$ cat src/design/msws_pkg.sv
`default_nettype none

package msws_pkg;

   // default build
   localparam int CHANNEL_COUNT_DEF = 4;
   localparam int STEPS_DEF         = 32;
   localparam int NOTE_WIDTH_DEF    = 16;

   // fixed field widths
   localparam int ACTION_W     = 2;
   localparam int TABLE_ADDR_W = 7;
   localparam int DATA_W       = 16;
   localparam int LEVEL_W      = 8;
   localparam int STEP_OUT_W   = 5;
   localparam int PATTERN_W    = 8;
   localparam int PHASE_W      = 16;
   localparam int GAIN_W       = 8;
   localparam int TEMPO_W      = 16;
   localparam int REQ_TDATA_W  = 32;
   localparam int RSP_TDATA_W  = 24;
   localparam int CSR_IDX_W    = 3;
   localparam int CSR_DATA_W   = 16;
   localparam int VOLUME_REGS  = 4;
   localparam int VOL_IDX_W    = 2;

   // action codes
   localparam logic [ACTION_W-1:0] ACT_TICK    = 2'd0;
   localparam logic [ACTION_W-1:0] ACT_WRITE   = 2'd1;
   localparam logic [ACTION_W-1:0] ACT_RESTART = 2'd2;

   // register indexes
   localparam logic [CSR_IDX_W-1:0] REG_TEMPO = 3'd0;
   localparam logic [CSR_IDX_W-1:0] REG_LIMIT = 3'd1;
   localparam logic [CSR_IDX_W-1:0] REG_VOL0  = 3'd2;
   localparam logic [CSR_IDX_W-1:0] REG_VOL3  = 3'd5;

   // register reset values
   localparam logic [TEMPO_W-1:0]   TEMPO_RESET  = 16'd4882;
   localparam logic [PATTERN_W-1:0] LIMIT_RESET  = 8'd20;
   localparam logic [GAIN_W-1:0]    VOLUME_RESET = 8'd63;

   // note codes
   localparam logic [DATA_W-1:0] NOTE_HOLD = 16'd0;
   localparam logic [DATA_W-1:0] NOTE_REST = 16'd1;

   typedef struct packed {
      logic                 tick;
      logic                 restart;
      logic                 advance;
      logic [PATTERN_W-1:0] pattern;   // pattern count after this beat
   } seq_ctl_type;

endpackage

`default_nettype wire

$ cat src/design/msws_note_bank.sv
`default_nettype none

module msws_note_bank #(
   parameter int CH         = 0,
   parameter int STEPS      = msws_pkg::STEPS_DEF,
   parameter int NOTE_WIDTH = msws_pkg::NOTE_WIDTH_DEF,
   parameter int STEP_W     = (STEPS > 1) ? $clog2(STEPS) : 1
) (
   input  wire logic                              clock,
   input  wire logic                              wr_en,
   input  wire logic [msws_pkg::TABLE_ADDR_W-1:0] wr_addr,
   input  wire logic [NOTE_WIDTH-1:0]             wr_data,
   input  wire logic [STEP_W-1:0]                 rd_step,
   output logic      [NOTE_WIDTH-1:0]             note_step,
   output logic      [NOTE_WIDTH-1:0]             note_zero
);
   import msws_pkg::*;

   localparam int BASE   = CH * STEPS;
   localparam int TOP    = (CH + 1) * STEPS;
   localparam int SPAN_W = $clog2(TOP + 1);
   localparam int EXT_W  = (SPAN_W > TABLE_ADDR_W) ? SPAN_W : TABLE_ADDR_W;

   logic [NOTE_WIDTH-1:0] note_mem [STEPS];
   logic [NOTE_WIDTH-1:0] note_step_ff;
   logic [NOTE_WIDTH-1:0] note_zero_ff;
   logic [EXT_W-1:0]      addr_ext;
   logic [EXT_W-1:0]      addr_local;
   logic [STEP_W-1:0]     wa;
   logic                  hit;

   assign addr_ext   = EXT_W'(wr_addr);
   assign hit        = wr_en && (addr_ext >= EXT_W'(BASE)) && (addr_ext < EXT_W'(TOP));
   assign addr_local = addr_ext - EXT_W'(BASE);
   assign wa         = addr_local[STEP_W-1:0];

   always_ff @(posedge clock) begin
      if (hit) begin
         note_mem[wa] <= wr_data;
      end
   end

   // write-through so a word written this cycle is seen by the prefetch
   always_ff @(posedge clock) begin
      if (hit && (wa == rd_step)) begin
         note_step_ff <= wr_data;
      end else begin
         note_step_ff <= note_mem[rd_step];
      end
   end

   // step-0 copy for restart
   always_ff @(posedge clock) begin
      if (hit && (wa == '0)) begin
         note_zero_ff <= wr_data;
      end
   end

   assign note_step = note_step_ff;
   assign note_zero = note_zero_ff;

endmodule

`default_nettype wire

$ cat src/design/msws_voice.sv
`default_nettype none

module msws_voice #(
   parameter int CH         = 0,
   parameter int NOTE_WIDTH = msws_pkg::NOTE_WIDTH_DEF
) (
   input  wire logic                           clock,
   input  wire logic                           reset,
   input  wire msws_pkg::seq_ctl_type          ctl,
   input  wire logic [NOTE_WIDTH-1:0]          note_step,
   input  wire logic [NOTE_WIDTH-1:0]          note_zero,
   input  wire logic [msws_pkg::GAIN_W-1:0]    volume,
   output logic      [msws_pkg::GAIN_W-1:0]    contrib
);
   import msws_pkg::*;

   logic [PHASE_W-1:0]    phase_ff, phase_in;
   logic [NOTE_WIDTH-1:0] period_ff, period_in;
   logic [GAIN_W-1:0]     gain_ff, gain_in;
   logic [PHASE_W-1:0]    cnt;
   logic [PHASE_W-1:0]    period_ext;
   logic                  high;
   logic                  active;

   assign cnt        = phase_ff + PHASE_W'(1);
   assign period_ext = PHASE_W'(period_ff);
   assign high       = cnt > (period_ext >> 1);
   assign contrib    = high ? gain_ff : '0;
   assign active     = PATTERN_W'(CH) <= (ctl.pattern >> 2);

   always_comb begin
      phase_in  = phase_ff;
      period_in = period_ff;
      gain_in   = gain_ff;
      if (ctl.restart) begin
         phase_in  = '0;
         period_in = note_zero;
         gain_in   = volume;
      end else if (ctl.tick) begin
         phase_in = (high && (cnt >= period_ext)) ? '0 : cnt;
         if (ctl.advance) begin
            if (note_step == NOTE_WIDTH'(NOTE_REST)) begin
               gain_in = '0;
            end else begin
               if (note_step != NOTE_WIDTH'(NOTE_HOLD)) begin
                  period_in = note_step;
               end
               gain_in = active ? volume : '0;
            end
         end
      end
   end

   always_ff @(posedge clock) begin
      if (reset) begin
         phase_ff  <= '0;
         period_ff <= '0;
         gain_ff   <= '0;
      end else begin
         phase_ff  <= phase_in;
         period_ff <= period_in;
         gain_ff   <= gain_in;
      end
   end

endmodule

`default_nettype wire

$ cat src/design/msws_seq.sv
`default_nettype none

module msws_seq #(
   parameter int STEPS  = msws_pkg::STEPS_DEF,
   parameter int STEP_W = (STEPS > 1) ? $clog2(STEPS) : 1
) (
   input  wire logic                           clock,
   input  wire logic                           reset,
   input  wire logic                           tick,
   input  wire logic                           restart,
   input  wire logic [msws_pkg::TEMPO_W-1:0]   tempo,
   input  wire logic [msws_pkg::PATTERN_W-1:0] limit,
   output msws_pkg::seq_ctl_type               ctl,
   output logic      [STEP_W-1:0]              step_next,
   output logic      [STEP_W-1:0]              rd_step
);
   import msws_pkg::*;

   localparam logic [STEP_W-1:0] LAST_STEP = STEP_W'(STEPS - 1);

   logic [TEMPO_W-1:0]   timer_ff, timer_in;
   logic [STEP_W-1:0]    step_ff, step_in;
   logic [PATTERN_W-1:0] pattern_ff, pattern_in;
   logic [PATTERN_W-1:0] pat_inc;
   logic                 step_wrap;
   logic                 advance;

   assign step_wrap = (step_ff == LAST_STEP);
   assign pat_inc   = pattern_ff + PATTERN_W'(1);

   always_comb begin
      timer_in   = timer_ff;
      step_in    = step_ff;
      pattern_in = pattern_ff;
      advance    = 1'b0;
      if (restart) begin
         timer_in   = '0;
         step_in    = '0;
         pattern_in = '0;
      end else if (tick) begin
         if (timer_ff >= tempo) begin
            timer_in = '0;
            advance  = 1'b1;
            step_in  = step_wrap ? '0 : step_ff + STEP_W'(1);
            if (step_wrap) begin
               pattern_in = ((limit != '0) && (pat_inc >= limit)) ? '0 : pat_inc;
            end
         end else begin
            timer_in = timer_ff + TEMPO_W'(1);
         end
      end
   end

   always_ff @(posedge clock) begin
      if (reset) begin
         timer_ff   <= '0;
         step_ff    <= '0;
         pattern_ff <= '0;
      end else begin
         timer_ff   <= timer_in;
         step_ff    <= step_in;
         pattern_ff <= pattern_in;
      end
   end

   // banks prefetch the step that the next advance moves to
   assign rd_step     = (step_in == LAST_STEP) ? '0 : step_in + STEP_W'(1);
   assign step_next   = step_in;
   assign ctl.tick    = tick;
   assign ctl.restart = restart;
   assign ctl.advance = advance;
   assign ctl.pattern = pattern_in;

endmodule

`default_nettype wire

$ cat src/design/multichannel_square_wave_sequencer.sv
// Multichannel square-wave tone sequencer.
// A request beat moves into the input register, then into the result register once that is
// free; a held result delays it until rsp_tready takes the old beat.
// Throughput: one request beat per cycle while rsp_tready takes each result; the input register
// and the result register let a new beat in while a finished result waits on rsp_tready.
// Reset (synchronous, active high) clears channel and sequencer state and loads
// the register defaults; the note table is not cleared and needs writing before use.
`default_nettype none

module multichannel_square_wave_sequencer #(
   parameter int CHANNEL_COUNT     = msws_pkg::CHANNEL_COUNT_DEF,
   parameter int STEPS_PER_PATTERN = msws_pkg::STEPS_DEF,
   parameter int NOTE_WIDTH        = msws_pkg::NOTE_WIDTH_DEF
) (
   input  wire logic                              clock,
   input  wire logic                              reset,
   // action, table_address, table_data
   input  wire logic [msws_pkg::REQ_TDATA_W-1:0]  req_tdata,
   input  wire logic                              req_tvalid,
   output logic                                   req_tready,
   // level, step_index, pattern_count, step_advanced
   output logic      [msws_pkg::RSP_TDATA_W-1:0]  rsp_tdata,
   output logic                                   rsp_tvalid,
   input  wire logic                              rsp_tready,
   input  wire logic                              csr_we,
   input  wire logic [msws_pkg::CSR_IDX_W-1:0]    csr_index,
   input  wire logic [msws_pkg::CSR_DATA_W-1:0]   csr_wdata
);
   import msws_pkg::*;

   localparam int STEP_W = (STEPS_PER_PATTERN > 1) ? $clog2(STEPS_PER_PATTERN) : 1;

   // configuration registers
   logic [TEMPO_W-1:0]   tempo_ff, tempo_in;
   logic [PATTERN_W-1:0] limit_ff, limit_in;
   logic [GAIN_W-1:0]    vol_ff [VOLUME_REGS];
   logic [GAIN_W-1:0]    vol_in [VOLUME_REGS];
   logic [CSR_IDX_W-1:0] vol_sel;

   // input stage
   logic                    in_valid_ff, in_valid_in;
   logic [ACTION_W-1:0]     in_action_ff;
   logic [TABLE_ADDR_W-1:0] in_addr_ff;
   logic [DATA_W-1:0]       in_data_ff;

   // result stage
   logic                 out_valid_ff, out_valid_in;
   logic [LEVEL_W-1:0]   out_level_ff;
   logic [STEP_OUT_W-1:0] out_step_ff;
   logic [PATTERN_W-1:0] out_pattern_ff;
   logic                 out_adv_ff;
   logic [LEVEL_W-1:0]   last_level_ff, last_level_in;

   logic                 fire;
   logic                 tick, restart, wr_en;
   seq_ctl_type          ctl;
   logic [STEP_W-1:0]    step_next, rd_step;
   logic [STEP_W+STEP_OUT_W-1:0] step_wide;
   logic [LEVEL_W-1:0]   mix;
   logic [GAIN_W-1:0]    contrib [CHANNEL_COUNT];
   logic [GAIN_W-1:0]    ch_vol  [CHANNEL_COUNT];
   logic [NOTE_WIDTH-1:0] note_step [CHANNEL_COUNT];
   logic [NOTE_WIDTH-1:0] note_zero [CHANNEL_COUNT];

   // ---------------- configuration ----------------
   assign vol_sel = csr_index - REG_VOL0;

   always_comb begin
      tempo_in = tempo_ff;
      limit_in = limit_ff;
      vol_in   = vol_ff;
      if (csr_we) begin
         unique case (csr_index) inside
            REG_TEMPO:           tempo_in = csr_wdata[TEMPO_W-1:0];
            REG_LIMIT:           limit_in = csr_wdata[PATTERN_W-1:0];
            [REG_VOL0:REG_VOL3]: vol_in[vol_sel[VOL_IDX_W-1:0]] = csr_wdata[GAIN_W-1:0];
            default: ;
         endcase
      end
   end

   always_ff @(posedge clock) begin
      if (reset) begin
         tempo_ff <= TEMPO_RESET;
         limit_ff <= LIMIT_RESET;
         vol_ff   <= '{default: VOLUME_RESET};
      end else begin
         tempo_ff <= tempo_in;
         limit_ff <= limit_in;
         vol_ff   <= vol_in;
      end
   end

   // ---------------- handshake ----------------
   assign fire         = in_valid_ff && (!out_valid_ff || rsp_tready);
   assign req_tready   = !in_valid_ff || fire;
   assign in_valid_in  = (req_tvalid && req_tready) ? 1'b1 : (fire ? 1'b0 : in_valid_ff);
   assign out_valid_in = fire ? 1'b1 : (rsp_tready ? 1'b0 : out_valid_ff);

   always_ff @(posedge clock) begin
      if (reset) begin
         in_valid_ff  <= 1'b0;
         out_valid_ff <= 1'b0;
      end else begin
         in_valid_ff  <= in_valid_in;
         out_valid_ff <= out_valid_in;
      end
   end

   always_ff @(posedge clock) begin
      if (req_tvalid && req_tready) begin
         in_action_ff <= req_tdata[ACTION_W-1:0];
         in_addr_ff   <= req_tdata[ACTION_W +: TABLE_ADDR_W];
         in_data_ff   <= req_tdata[ACTION_W+TABLE_ADDR_W +: DATA_W];
      end
   end

   assign tick    = fire && (in_action_ff == ACT_TICK);
   assign restart = fire && (in_action_ff == ACT_RESTART);
   assign wr_en   = fire && (in_action_ff == ACT_WRITE);

   // ---------------- sequencer ----------------
   msws_seq #(
      .STEPS (STEPS_PER_PATTERN),
      .STEP_W(STEP_W)
   ) u_seq (
      .clock    (clock),
      .reset    (reset),
      .tick     (tick),
      .restart  (restart),
      .tempo    (tempo_ff),
      .limit    (limit_ff),
      .ctl      (ctl),
      .step_next(step_next),
      .rd_step  (rd_step)
   );

   // ---------------- channels ----------------
   for (genvar c = 0; c < CHANNEL_COUNT; c++) begin : g_ch
      if (c < VOLUME_REGS) begin : g_vol
         assign ch_vol[c] = vol_ff[c];
      end else begin : g_novol
         assign ch_vol[c] = '0;
      end

      msws_note_bank #(
         .CH        (c),
         .STEPS     (STEPS_PER_PATTERN),
         .NOTE_WIDTH(NOTE_WIDTH),
         .STEP_W    (STEP_W)
      ) u_bank (
         .clock    (clock),
         .wr_en    (wr_en),
         .wr_addr  (in_addr_ff),
         .wr_data  (in_data_ff[NOTE_WIDTH-1:0]),
         .rd_step  (rd_step),
         .note_step(note_step[c]),
         .note_zero(note_zero[c])
      );

      msws_voice #(
         .CH        (c),
         .NOTE_WIDTH(NOTE_WIDTH)
      ) u_voice (
         .clock    (clock),
         .reset    (reset),
         .ctl      (ctl),
         .note_step(note_step[c]),
         .note_zero(note_zero[c]),
         .volume   (ch_vol[c]),
         .contrib  (contrib[c])
      );
   end

   // level wraps mod 256
   always_comb begin
      mix = '0;
      for (int c = 0; c < CHANNEL_COUNT; c++) begin
         mix = mix + contrib[c];
      end
   end

   assign last_level_in = tick ? mix : last_level_ff;

   always_ff @(posedge clock) begin
      if (reset) begin
         last_level_ff <= '0;
      end else begin
         last_level_ff <= last_level_in;
      end
   end

   // ---------------- result ----------------
   assign step_wide = {{STEP_OUT_W{1'b0}}, step_next};

   always_ff @(posedge clock) begin
      if (fire) begin
         out_level_ff   <= last_level_in;
         out_step_ff    <= step_wide[STEP_OUT_W-1:0];
         out_pattern_ff <= ctl.pattern;
         out_adv_ff     <= ctl.advance;
      end
   end

   assign rsp_tvalid = out_valid_ff;
   assign rsp_tdata  = {2'b00, out_adv_ff, out_pattern_ff, out_step_ff, out_level_ff};

endmodule

`default_nettype wire

$ cat config.mk
export PLATFORM = sky130hd
export DESIGN_NAME = multichannel_square_wave_sequencer
export DESIGN_NICKNAME = d
export VERILOG_FILES = /design/src/design/msws_pkg.sv /design/src/design/msws_note_bank.sv /design/src/design/msws_voice.sv /design/src/design/msws_seq.sv /design/src/design/multichannel_square_wave_sequencer.sv
export SDC_FILE = /design/constraint.sdc
export NUM_CORES = 2
export LEC_CHECK = 0
export BUFFER_PORTS_ARGS = -buffer_cell sky130_fd_sc_hd__clkbuf_2
export CORE_MARGIN = 10
export CORE_UTILIZATION = 55
export CTS_CLUSTER_SIZE = 40
export DETAILED_ROUTE_END_ITERATION = 6
export GPL_ROUTABILITY_DRIVEN = 0
export MAX_ROUTING_LAYER = met4
export PLACE_DENSITY = 0.69
export SETUP_SLACK_MARGIN = 0.3
export SKIP_CTS_REPAIR_TIMING = 1
export SYNTH_ARGS = -nofsm -noshare
export SYNTH_HDL_FRONTEND = slang
export SYNTH_HIERARCHICAL = 1
export SYNTH_SLANG_ARGS = --single-unit
$ cat constraint.sdc
create_clock -name clock -period 6 [get_ports clock]
set_input_delay 0.3 -clock clock [delete_from_list [all_inputs] [get_ports clock]]
set_output_delay 0.3 -clock clock [all_outputs]
set_load 0.05 [all_outputs]
==> metrics.md <==
| Metric | Value |
|---|---|
| Fmax | `182.9 MHz` |
| Number of flip-flops and latches in the synthesized netlist | `2434` |
| Leakage power of the design | `44.00 nW` |
| Initial core utilization | `55.24%` |
| Worst reg2reg setup slack | `0.53 ns` |
| End of the worst register-to-register path | `last_level_ff[7]` |
| Depth of the worst hold-timing path | `4` |
| Clock-pin transition on the worst setup and hold timing paths | `0.06 ns` |
| Drt first pass iters | `6` |
| Highest ir drop seen on vdd | `0.2772 mV` |
| GR Util met2 | `37.32%` |
| Number of global-route vias before repair | `55740` |
| Share of synthesized area occupied by flip-flops and latches | `69.62%` |
| Final clock period utilization by the worst path | `91.15%` |
| Slew @ Worst Pin | `1.387 ns` |
| Dominant combinational cell family by area after synthesis | `multiplexers` |
| Worst setup path category | `flop to flop` |
| Final hold vios | `0` |
| Synth Area in XOR/XNOR | `0.7505%` |
| Share of async-settable or async-resettable flops after synthesis | `0%` |
| DRC marker count from the first detailed-route iteration | `5794` |
| Maximum number of pins on one net before global-route repair | `133` |
| GR Util met3 | `3.458%` |
| Number of input and output port buffers inserted | `72` |
| Number of rows in the core area | `157` |
| Crit end category | `flop` |
| Overall die area | `201200 um2` |
| Post-Syn Instances | `6629` |
| Wire length of the first global-routing pass | `355400 um` |
| Unrepaired setup endpoints after global routing | `no` |
| Worst slack on hold paths | `0.03261 ns` |
| Final std cell area, no fill | `112300 um2` |
| Overflow left after global routing | `0` |
| Warning count from the yosys run | `6` |
| Leading cell types in the layout, fill and taps excluded | `edfxtp_1, mux2i_1, nand2_1, a22oi_1, dfxtp_1` |
| Die Y-Extent | `448.6 um` |
| Part of the power in registers | `54.9%` |
| Number of buffers added by the clock tree synthesis step | `235` |
| Status | `finished, final reports clean` |
| Combinational share of power | `2.4%` |
| Maximum capacitance violations | `0` |
| Final critical-path required period | `5.469 ns` |
| Clock latency reported for the late side of the worst-skew pair | `0.88 ns` |
| Routed wire per std cell | `25.17 um` |
| Most common cell after layout, fill and taps aside | `edfxtp_1` |
| Final Setup Violations | `0` |
| Maximum level of the CTS H-tree | `4` |
| Startpoint type of the worst setup path | `flop` |
| Antenna violations before repair | `5` |
| CP required | `6.81 ns` |
| DR vias/cell | `6.046` |
| Switching part of the total | `20.66%` |
| Crit path max fanout | `8` |
| Met1 usage in global routing | `31.54%` |
| Boundary Pins | `82` |
| Area Overhead vs Synth | `11.10%` |
| Placement-stage cell area | `104000 um2` |
| DR vias | `57570` |
| TritonCTS clock tree | `built` |
| Worst Min Path Start | `csr_index[2]` |
| Origin of the critical flop-to-flop path | `g_ch[2].u_voice/phase_ff[1]` |
| EDFF count, synth | `2159` |
| Simple logic cell fraction of the synthesized area | `6.684%` |
| Maximum clock insertion buffer count | `3` |
| Number of cells on the worst reg-to-reg path | `23` |
| Adder-cell share of the synthesized area | `2.321%` |
| Clock tree root buffer cell | `clkbuf_16` |
| Area of the mapped netlist | `101000 um2` |
| Yosys cell types | `75` |
| Core area | `182900 um2` |
| Synth Area in Compound Gates | `6.744%` |
| Overall track demand over capacity in global routing | `23.57%` |
| Endpoint arrival time on the critical path | `6.28 ns` |
| Layout Skew | `0.03758 ns` |
| Slew headroom | `7.558%` |
| Post-route total power | `33.73 mW` |
| Max-slew violations | `0` |
| Worst min-delay path class | `primary input to flop` |
| Mapped Avg Cell Area | `15.24 um2` |
| Hold Path Sink | `ch_vol[14]` |
| Net Sw Power | `6.969 mW` |
| Setup TNS | `0 ns` |
| Overall routed net length | `239700 um` |
| Clock power frac | `42.6%` |
| Commonest register cell after synthesis | `edfxtp_1` |
| Cell internal power dissipation | `26.76 mW` |
| Share of cells above drive strength 1 | `10.94%` |
| Pwr Density | `300.5 nW/um2` |
| Number of nets in the final layout | `7092` |
| Layer carrying the most global-route usage | `met2` |
| Sink Count | `2434` |
| Horizontal die dimension | `448.6 um` |
| Mux contribution to synthesized area | `10.73%` |
| Detail Placement HPWL | `139800 um` |
| Number of nets with antenna violations after detailed routing | `0` |
| DRC violations left | `0` |
[worst max-delay path: stages (launching register included)]
cell and delay, ns:
dfxtp_2 0.37, ha_1 0.18, nand4_1 0.12, nor2_2 0.16
and4_1 0.22, xnor2_1 0.13, ha_1 0.35, nand3_1 0.16
or2_1 0.31, a2111oi_4 0.30, o31ai_2 0.13, and2_4 0.21
nor2b_1 0.15, inv_1 0.07, fa_1 0.47, fa_1 0.49
inv_1 0.04, ha_1 0.21, fa_2 0.42, a211oi_1 0.24
o21a_1 0.19, nor4_2 0.05, a221oi_2 0.23, nor2b_4 0.18
[routing by layer]
metal	up-vias	part of all wire [%]
met5	-	0
met4	0	3.2
met3	405	6.9
met2	2046	48
met1	29020	42
li1	26100	-
[area by class of cell]
cell class	count	area, um2
antenna	2	5.005
clock buffer	294	6165
clock inverter	143	1325
fill	13370	70630
inverter	149	561.8
multi-input combinational	3675	27830
sequential	2434	70360
tap	2464	3083
timing repair buffer	362	2917
[synth_stat cells (6+ instances only)]
library cell  instances  share of area, %
edfxtp_1           2159                64
mux2i_1            1079                11
nand2_1             309               1.1
nor2_1              294               1.1
a22oi_1             289               2.1
dfxtp_1             275               5.4
nand3_1             234               1.2
a21oi_1             231               1.1
ha_1                165               2.0
inv_1               149              0.55
a22o_1              128               1.1
clkbuf_1            128              0.48
nand4_1             116              0.72
a211oi_1             95              0.71
buf_2                89              0.44
nand3b_1             85              0.63
buf_4                83              0.62
a31oi_1              80              0.50
nor3_1               77              0.38
nor2b_1              75              0.46
xnor2_1              42              0.36
xor2_1               42              0.36
o21ai_0              41              0.20
o21ai_1              34              0.17
buf_6                28              0.31
buf_8                24              0.36
a21o_1               22              0.16
nor4_1               21              0.13
buf_12               20              0.40
nand2b_1             20              0.12
and2_1               19              0.12
and3_1               19              0.12
fa_1                 14              0.28
and4_1               10             0.087
o21a_1               10             0.074
o211ai_1              9             0.067
o32ai_1               9             0.078
o31ai_1               8             0.059
or3b_2                8             0.069
or3_1                 7             0.043
a211o_1               6             0.052
[flip-flops by register name, indices dropped and copies added (netlist names), named ones only]
| name | count |
|---|---|
| limit_ff | 8 |
| last_level_ff | 8 |
| g_ch.u_voice/phase_ff | 64 |
| out_step_ff | 5 |
| u_seq/step_ff | 5 |
| tempo_ff | 16 |
| ch_vol | 32 |
| g_ch.u_voice/gain_ff | 32 |
| u_seq/timer_ff | 16 |
| in_action_ff | 2 |
| g_ch.u_bank/note_zero | 64 |
| in_valid_ff | 1 |
| g_ch.u_voice/period_ext | 64 |
| in_addr_ff | 7 |
| out_adv_ff | 1 |
| out_level_ff | 8 |
| g_ch.u_bank/note_mem | 2048 |
| u_seq/pattern_ff | 8 |
| in_data_ff | 16 |
| out_pattern_ff | 8 |
| rsp_tvalid | 1 |
[worst max-delay path by stage]
stage / to / cells after the start / slack, ns / start
floorplan: out_level_ff[7] / 22 / 0.56 / g_ch[3].u_voice/phase_ff[0]
global placement: last_level_ff[7] / 23 / 0.13 / g_ch[3].u_voice/phase_ff[1]
detailed placement: last_level_ff[7] / 23 / 0.04 / g_ch[3].u_voice/phase_ff[1]
CTS: last_level_ff[7] / 23 / 0.03 / g_ch[3].u_voice/phase_ff[1]
global route: last_level_ff[7] / 23 / 0.27 / g_ch[3].u_voice/phase_ff[1]
finish: last_level_ff[7] / 23 / 0.53 / g_ch[2].u_voice/phase_ff[1]
[per-stage QoR]
| stage | setup slack [ns] | utilization, % | std cells |
|---|---|---|---|
| finish | 0.5312 | 61.38 | 9523 |
| floorplan | 0.5584 | - | 6630 |
| CTS | 0.02742 | 60.98 | 9466 |
| global placement | 0.1344 | 56.88 | 9029 |
| detailed placement | 0.04157 | 56.88 | 9029 |
| global route | 0.2683 | 61.38 | 9521 |
[power by group through the flow]
stage / clock (mW) / sequential, mW / combinational (mW)
2_1_floorplan: 0 / 19.0 / 0.286
3_5_place_dp: 0 / 18.9 / 0.760
5_1_grt: 15.3 / 18.5 / 0.875
3_3_place_gp: 0 / 18.9 / 0.737
6_report: 14.4 / 18.5 / 0.821
4_1_cts: 14.6 / 18.5 / 0.762
[kinds of logic after synthesis]
| logic type | Yosys count |
|---|---|
| multiplexers | 1082 |
| AND/OR/NAND/NOR | 1341 |
| adder cells (fa/ha/maj) | 179 |
| XOR/XNOR | 85 |
| AO/OA/AOI/OAI | 986 |
| flip-flops | 2434 |
| other | 1 |
| buffers and inverters | 521 |
(Power assumes the default switching activity.)
